**config.mk**
```make
export PLATFORM = sky130hd
export DESIGN_NAME = two_class_priority_queue
export DESIGN_NICKNAME = d
export VERILOG_FILES = /design/src/sv/tcpq_pkg.sv /design/src/sv/tcpq_fifo.sv /design/src/sv/two_class_priority_queue.sv
export SDC_FILE = /design/constraint.sdc
export NUM_CORES = 1
export LEC_CHECK = 0
export BUFFER_PORTS_ARGS = -buffer_cell sky130_fd_sc_hd__buf_2
export CORE_MARGIN = 1
export CORE_UTILIZATION = 55
export DETAILED_ROUTE_END_ITERATION = 6
export GPL_ROUTABILITY_DRIVEN = 0
export PLACE_DENSITY = 0.76
export SLEW_MARGIN = 20
export SYNTH_ARGS = -nofsm -noshare
export SYNTH_HDL_FRONTEND = slang
export SYNTH_SLANG_ARGS = --single-unit
```
**constraint.sdc**
```tcl
create_clock -name clk -period 2.9 [get_ports clk]
set_input_delay 0.58 -clock clk [delete_from_list [all_inputs] [get_ports clk]]
set_output_delay 0.58 -clock clk [all_outputs]
set_load 0.01 [all_outputs]
```
**src/sv/tcpq_pkg.sv**
```systemverilog
`default_nettype none

package tcpq_pkg;

    localparam logic OP_PUSH = 1'b0;
    localparam logic OP_POP  = 1'b1;

    localparam logic CLASS_LOW  = 1'b0;
    localparam logic CLASS_HIGH = 1'b1;

    localparam logic [7:0] THRESHOLD_RESET = 8'd60;

    typedef enum logic [2:0] {
        STATUS_OK        = 3'd0,
        STATUS_BOTH_FULL = 3'd1,
        STATUS_HIGH_FULL = 3'd2,
        STATUS_LOW_FULL  = 3'd3,
        STATUS_EMPTY     = 3'd4
    } tcpq_status_t;

    typedef struct packed {
        logic       op;
        logic [7:0] value;
    } tcpq_in_t;

    typedef struct packed {
        tcpq_status_t status;
        logic [7:0]   removed_value;
        logic         removed_class;
        logic [3:0]   high_count;
        logic [3:0]   low_count;
    } tcpq_out_t;

    typedef struct packed {
        logic full;
        logic empty;
    } tcpq_flags_t;

endpackage

`default_nettype wire

```
**src/sv/tcpq_fifo.sv**
```systemverilog
`default_nettype none

module tcpq_fifo #(
    parameter int unsigned DEPTH = 8,
    localparam int unsigned PW = $clog2(DEPTH),
    localparam int unsigned CW = $clog2(DEPTH + 1)
) (
    input  wire logic                  clk,
    input  wire logic                  rst_n,
    input  wire logic                  push,
    input  wire logic                  pop,
    input  wire logic [7:0]            wr_data,
    output logic [7:0]                 rd_data,
    output tcpq_pkg::tcpq_flags_t      flags,
    output logic [CW-1:0]              count_next
);

    logic [7:0]    mem [DEPTH];
    logic [7:0]    rd_data_reg;
    logic [PW-1:0] head_reg;
    logic [PW-1:0] head_next;
    logic [CW-1:0] count_reg;
    logic [CW:0]   tail_sum;
    logic [CW:0]   tail_wrap;
    logic [PW-1:0] tail;

    // tail = (head + count) mod depth, sum stays below twice the depth
    assign tail_sum  = (CW + 1)'(head_reg) + (CW + 1)'(count_reg);
    assign tail_wrap = (tail_sum >= (CW + 1)'(DEPTH)) ? tail_sum - (CW + 1)'(DEPTH) : tail_sum;
    assign tail      = tail_wrap[PW-1:0];

    assign head_next = (head_reg == PW'(DEPTH - 1)) ? '0 : head_reg + 1'b1;

    always_comb
    begin
        count_next = count_reg;
        if (push)
        begin
            count_next = count_reg + 1'b1;
        end
        else if (pop)
        begin
            count_next = count_reg - 1'b1;
        end
    end

    assign flags.full  = (count_reg == CW'(DEPTH));
    assign flags.empty = (count_reg == '0);
    assign rd_data     = rd_data_reg;

    always_ff @(posedge clk or negedge rst_n)
    begin
        if (!rst_n)
        begin
            head_reg  <= '0;
            count_reg <= '0;
        end
        else
        begin
            count_reg <= count_next;
            if (pop)
            begin
                head_reg <= head_next;
            end
        end
    end

    always_ff @(posedge clk)
    begin
        if (push)
        begin
            mem[tail] <= wr_data;
        end
        if (pop)
        begin
            rd_data_reg <= mem[head_reg];
        end
    end

endmodule

`default_nettype wire

```
**src/sv/two_class_priority_queue.sv**
```systemverilog
`default_nettype none

// two-class strict priority queue
// in channel (in_valid/in_ready/in_data): op push or pop, plus value for a push.
// a pushed value at or above the threshold joins the high fifo, otherwise the low
// fifo; a pop takes the oldest high entry, else the oldest low entry.
// every item gives exactly one result on the out channel: status, removed value
// and class, and both occupancies after the operation.
// cfg channel writes the 8-bit class threshold (reset 60); always ready, write
// it only while the block is idle.
// an accepted item is registered in the fifo memory read register, then in the
// output register. one item is taken every cycle while out_ready stays high.
// when the receiver stalls, the output register holds and the read stage fills;
// in_ready then drops until out_ready returns.
// reset empties both fifos and restores the threshold; stored entries are not
// cleared and the block takes items right after reset.
module two_class_priority_queue #(
    parameter int unsigned QUEUE_DEPTH = 8
) (
    input  wire logic                clk,
    input  wire logic                rst_n,
    input  wire logic                in_valid,
    output logic                     in_ready,
    input  wire tcpq_pkg::tcpq_in_t  in_data,
    output logic                     out_valid,
    input  wire logic                out_ready,
    output tcpq_pkg::tcpq_out_t      out_data,
    input  wire logic                cfg_valid,
    output logic                     cfg_ready,
    input  wire logic [7:0]          cfg_data
);

    localparam int unsigned CW = $clog2(QUEUE_DEPTH + 1);

    tcpq_pkg::tcpq_flags_t  high_flags;
    tcpq_pkg::tcpq_flags_t  low_flags;
    logic [7:0]             high_rd;
    logic [7:0]             low_rd;
    logic [CW-1:0]          high_count_next;
    logic [CW-1:0]          low_count_next;
    logic [CW+3:0]          high_count_ext;
    logic [CW+3:0]          low_count_ext;

    logic [7:0]             threshold_reg;
    logic                   accept;
    logic                   is_high;
    logic                   push_high;
    logic                   push_low;
    logic                   pop_high;
    logic                   pop_low;
    tcpq_pkg::tcpq_status_t status;

    logic                   s1_valid_reg;
    tcpq_pkg::tcpq_status_t s1_status_reg;
    logic                   s1_took_reg;
    logic                   s1_class_reg;
    logic [3:0]             s1_high_count_reg;
    logic [3:0]             s1_low_count_reg;
    logic                   s2_free;
    logic                   advance;

    logic                   out_valid_reg;
    tcpq_pkg::tcpq_out_t    out_data_reg;
    tcpq_pkg::tcpq_out_t    out_data_next;

    assign s2_free   = !out_valid_reg || out_ready;
    assign advance   = s1_valid_reg && s2_free;
    assign in_ready  = !s1_valid_reg || s2_free;
    assign accept    = in_valid && in_ready;
    assign cfg_ready = 1'b1;

    assign is_high = (in_data.value >= threshold_reg);

    always_comb
    begin
        push_high = 1'b0;
        push_low  = 1'b0;
        pop_high  = 1'b0;
        pop_low   = 1'b0;
        status    = tcpq_pkg::STATUS_OK;
        if (in_data.op == tcpq_pkg::OP_PUSH)
        begin
            if (high_flags.full && low_flags.full)
            begin
                status = tcpq_pkg::STATUS_BOTH_FULL;
            end
            else if (is_high)
            begin
                if (high_flags.full)
                begin
                    status = tcpq_pkg::STATUS_HIGH_FULL;
                end
                else
                begin
                    push_high = accept;
                end
            end
            else
            begin
                if (low_flags.full)
                begin
                    status = tcpq_pkg::STATUS_LOW_FULL;
                end
                else
                begin
                    push_low = accept;
                end
            end
        end
        else
        begin
            if (!high_flags.empty)
            begin
                pop_high = accept;
            end
            else if (!low_flags.empty)
            begin
                pop_low = accept;
            end
            else
            begin
                status = tcpq_pkg::STATUS_EMPTY;
            end
        end
    end

    tcpq_fifo #(
        .DEPTH      (QUEUE_DEPTH)
    ) u_high_fifo (
        .clk        (clk),
        .rst_n      (rst_n),
        .push       (push_high),
        .pop        (pop_high),
        .wr_data    (in_data.value),
        .rd_data    (high_rd),
        .flags      (high_flags),
        .count_next (high_count_next)
    );

    tcpq_fifo #(
        .DEPTH      (QUEUE_DEPTH)
    ) u_low_fifo (
        .clk        (clk),
        .rst_n      (rst_n),
        .push       (push_low),
        .pop        (pop_low),
        .wr_data    (in_data.value),
        .rd_data    (low_rd),
        .flags      (low_flags),
        .count_next (low_count_next)
    );

    // reported counts keep only the low four bits
    assign high_count_ext = {4'b0, high_count_next};
    assign low_count_ext  = {4'b0, low_count_next};

    always_ff @(posedge clk or negedge rst_n)
    begin
        if (!rst_n)
        begin
            threshold_reg <= tcpq_pkg::THRESHOLD_RESET;
            s1_valid_reg  <= 1'b0;
            out_valid_reg <= 1'b0;
        end
        else
        begin
            if (cfg_valid)
            begin
                threshold_reg <= cfg_data;
            end
            if (accept)
            begin
                s1_valid_reg <= 1'b1;
            end
            else if (advance)
            begin
                s1_valid_reg <= 1'b0;
            end
            if (advance)
            begin
                out_valid_reg <= 1'b1;
            end
            else if (out_ready)
            begin
                out_valid_reg <= 1'b0;
            end
        end
    end

    always_ff @(posedge clk)
    begin
        if (accept)
        begin
            s1_status_reg     <= status;
            s1_took_reg       <= pop_high || pop_low;
            s1_class_reg      <= pop_high ? tcpq_pkg::CLASS_HIGH : tcpq_pkg::CLASS_LOW;
            s1_high_count_reg <= high_count_ext[3:0];
            s1_low_count_reg  <= low_count_ext[3:0];
        end
        if (advance)
        begin
            out_data_reg <= out_data_next;
        end
    end

    always_comb
    begin
        out_data_next.status        = s1_status_reg;
        out_data_next.removed_class = s1_took_reg ? s1_class_reg : tcpq_pkg::CLASS_LOW;
        out_data_next.high_count    = s1_high_count_reg;
        out_data_next.low_count     = s1_low_count_reg;
        if (!s1_took_reg)
        begin
            out_data_next.removed_value = '0;
        end
        else if (s1_class_reg == tcpq_pkg::CLASS_HIGH)
        begin
            out_data_next.removed_value = high_rd;
        end
        else
        begin
            out_data_next.removed_value = low_rd;
        end
    end

    assign out_valid = out_valid_reg;
    assign out_data  = out_data_reg;

endmodule

`default_nettype wire
```
==> flow_metrics.env <==
export IMPL_status="finished clean"
export IMPL_r2r_start="threshold_reg[5]$_DFFE_PN1P_"
export IMPL_h_tree_depth=1
export IMPL_cp_end_kind="flop"
export IMPL_worstMarginPinSlew_ps=837
export IMPL_overflow=0
export IMPL_wl_per_cell_um=22.6
export IMPL_relSlewSlack=0.442
export IMPL_dr_pass1_iters=4
export IMPL_synth_mux_area_frac=0.121
export IMPL_grt_max_degree=25
export IMPL_io_buffers=43
export IMPL_rows=44
export IMPL_crit_fanout=8
export IMPL_critical_path_class="flop to flop"
export IMPL_yosys_area_share_simple=0.0650
export IMPL_nets=591
export IMPL_hp_class="primary input to async pin"
export IMPL_dpl_instance_area_um2=8980
export IMPL_yosysSeqAreaShare=0.717
export IMPL_syn_nets=499
export IMPL_drv_cap=0
export IMPL_synth_compound_area_frac=0.0369
export IMPL_path_clk_slew_ps=70
export IMPL_arrival_ps=2970
export IMPL_p_leak_nw=3.50
export IMPL_p_per_area_nw_per_um2=819
export IMPL_async_flop_share=0.119
export IMPL_r2r_slack_ps=110
export IMPL_timing_critical_path_from="threshold_reg[5]$_DFFE_PN1P_"
export IMPL_clk_latency_ps=490
export IMPL_min_period_ps=2790
export IMPL_drive_gt1_frac=0.334
export IMPL_slew_violations=0
export IMPL_coreArea_um2=14600
export IMPL_ant_nets=0
export IMPL_clkSinkCount=201
export IMPL_synthXorXnorAreaFrac=0.00954
export IMPL_cts_buffer_depth=3
export IMPL_required_ps=3090
export IMPL_syn_to_final_growth_pct=17.1
export IMPL_fmax_ghz=0.359
export IMPL_critPathLaunchType="flop"
export IMPL_wl_um=16900
export IMPL_hold_viol=0
export IMPL_dieHeight_um=125
export IMPL_start_util=0.566
export IMPL_setup_violations=0
export IMPL_cts_root_buffer="clkbuf_16"
export IMPL_total_power_mw=7.93
export IMPL_track_usage=0.226
export IMPL_cts_hold_fix_buffers=0
export IMPL_grt_pass1_wl_um=26300
export IMPL_numCtsBuffers=20
export IMPL_synth_ff_type="edfxtp_1"
export IMPL_synthAdderAreaFrac=0.0321
export IMPL_synth_seq_cells=201
export IMPL_min_period_over_period=0.961
export IMPL_tns_ps=0
export IMPL_routed_via_density=5.99
export IMPL_synthCells=457
export IMPL_dp_cells=711
export IMPL_stdcell_count=748
export IMPL_grt_pass1_vias=4686
export IMPL_fin_area_um2=9680
export IMPL_io_pins=45
export IMPL_synth_top_family_by_area="multiplexers"
export IMPL_yosysWarningCount=0
export IMPL_die_x_um=125
export IMPL_dieArea_um2=15500
export IMPL_rsz0062_at_grt="no"
export IMPL_hpwl_um=11500
export IMPL_skew_ps=7.66
export IMPL_peakVddDrop_mv=0.637
export IMPL_syn_area_um2=8260
export IMPL_yosysUniqueCellTypes=55
export IMPL_antenna_found_initial=1
export IMPL_syn_avg_cell_area_um2=18.1
export IMPL_cts_tree="done"
export IMPL_drt_iter0_drc=352
export IMPL_synth_edf_count=177
export IMPL_fin_util=0.663
export IMPL_vias=4483
export IMPL_route_detailed_drc=0
routing by layer:
layer / GRT usage / vias up / share of wire / wire length, um
li1: - / 1986 / - / -
met1: 0.304 / 2305 / 0.42 / 7090
met2: 0.370 / 150 / 0.49 / 8240
met3: 0.0378 / 42 / 0.059 / 997
met4: 0.0907 / 0 / 0.035 / 597
met5: 0 / - / 0 / 0
final timing paths:
| check | to | cells after the start |
|---|---|---|
| max reg2reg | u_low_fifo.mem[4][2]$_DFFE_PP_ | 10 |
| max in group asynchronous | threshold_reg[0]$_DFFE_PN0P_ | 1 |
| max | u_low_fifo.mem[4][2]$_DFFE_PP_ | 10 |
| min in group clk | threshold_reg[6]$_DFFE_PN0P_ | 3 |
| min | u_low_fifo.count_reg[0]$_DFF_PN0_ | 1 |
| min reg2reg | out_data[3]$_DFFE_PP_ | 0 |
cell usage in the layout, fill, tap and decap left out, types with 4 or more instances in the layout:
cell type  netlist  layout
nor3b_1          4       4
a31oi_1          4       4
mux2i_1          8       8
xnor2_1          8       8
nor3_1           8       5
dfstp_2          4       4
o21ai_0          9       9
mux2_2          18      18
and3_1           6       6
buf_2            7      43
ha_1            18      18
mux4_2          32      32
inv_1           15      15
buf_4            2      44
clkbuf_16        0      21
nand2_1         23      23
nor2b_1         11      11
nor2_1           9       9
nor3_2           1       4
dfrtp_1         20      20
nand3_1         10      10
nand2b_1         4       4
edfxtp_1       177     177
cells by family after synthesis:
group | Yosys count
simple gates | 96
other cells | 1
mux | 58
fa+ha+maj | 20
buf+inv | 34
compound gates | 38
flops | 201
xor+xnor | 9
power by group:
part           internal [mW]  switching [mW]
sequential              3.48           0.143
clock                   1.59            1.07
combinational          0.756           0.885
total                   5.82            2.10
stage by stage:
stage | setup WS, ps | hold slack (ps)
6_report | 114 | 84.8
5_1_grt | 14.6 | 119
4_1_cts | 38.3 | 87.1
3_5_place_dp | -24.8 | 405
3_3_place_gp | 38.6 | 408
2_1_floorplan | 20.7 | 284
synth_stat cells, types with 2 or more instances:
library cell  instances  share of area
nor3b_1               4         0.0036
nor4_1                3         0.0023
dfrtp_1              20          0.061
and2_1                3         0.0023
a31oi_1               4         0.0030
o21ai_0               9         0.0055
mux4_2               32          0.087
mux2_2               18          0.025
clkbuf_1              8         0.0036
nand2_1              23          0.010
o2111ai_1             2         0.0021
xnor2_1               8         0.0085
nor3_1                8         0.0048
nand3b_1              3         0.0027
fa_1                  2         0.0048
nor2b_1              11         0.0083
edfxtp_1            177           0.64
a21oi_1               3         0.0018
nor2_1                9         0.0041
nand2b_1              4         0.0030
or3_4                 2         0.0027
a21boi_0              2         0.0018
a21o_1                3         0.0027
nand3_1              10         0.0061
o211ai_1              3         0.0027
buf_4                 2         0.0018
buf_2                 7         0.0042
ha_1                 18          0.027
dfstp_2               4          0.013
and3_1                6         0.0045
inv_1                15         0.0068
nand4_1               3         0.0023
mux2i_1               8         0.0097
nor4b_1               2         0.0021
cell type report:
type,count,area (um2)
Fill cell,938,4910
Inverter,17,68.8
Multi-Input combinational cell,222,2220
Tap cell,184,230
Antenna cell,1,2.50
Clock inverter,10,115
Clock buffer,26,574
Sequential cell,201,5920
Timing Repair Buffer,87,546
worst max-delay path, stage by stage (launching register included):
cell and delay [ps]:
dfstp_2 520, inv_1 80, ha_1 270, and3_1 190, buf_4 150, a221oi_4 260
inv_2 70, buf_4 150, or3_4 410, nor4_2 170, buf_4 230
repair_timing:
action,in CTS,in global routing
buffers inserted,0,0
resized for setup,0,1
setup endpoints to repair,0,8
endpoints found under the hold margin,0,0
No activity file was read; power rests on OpenSTA's default activity.
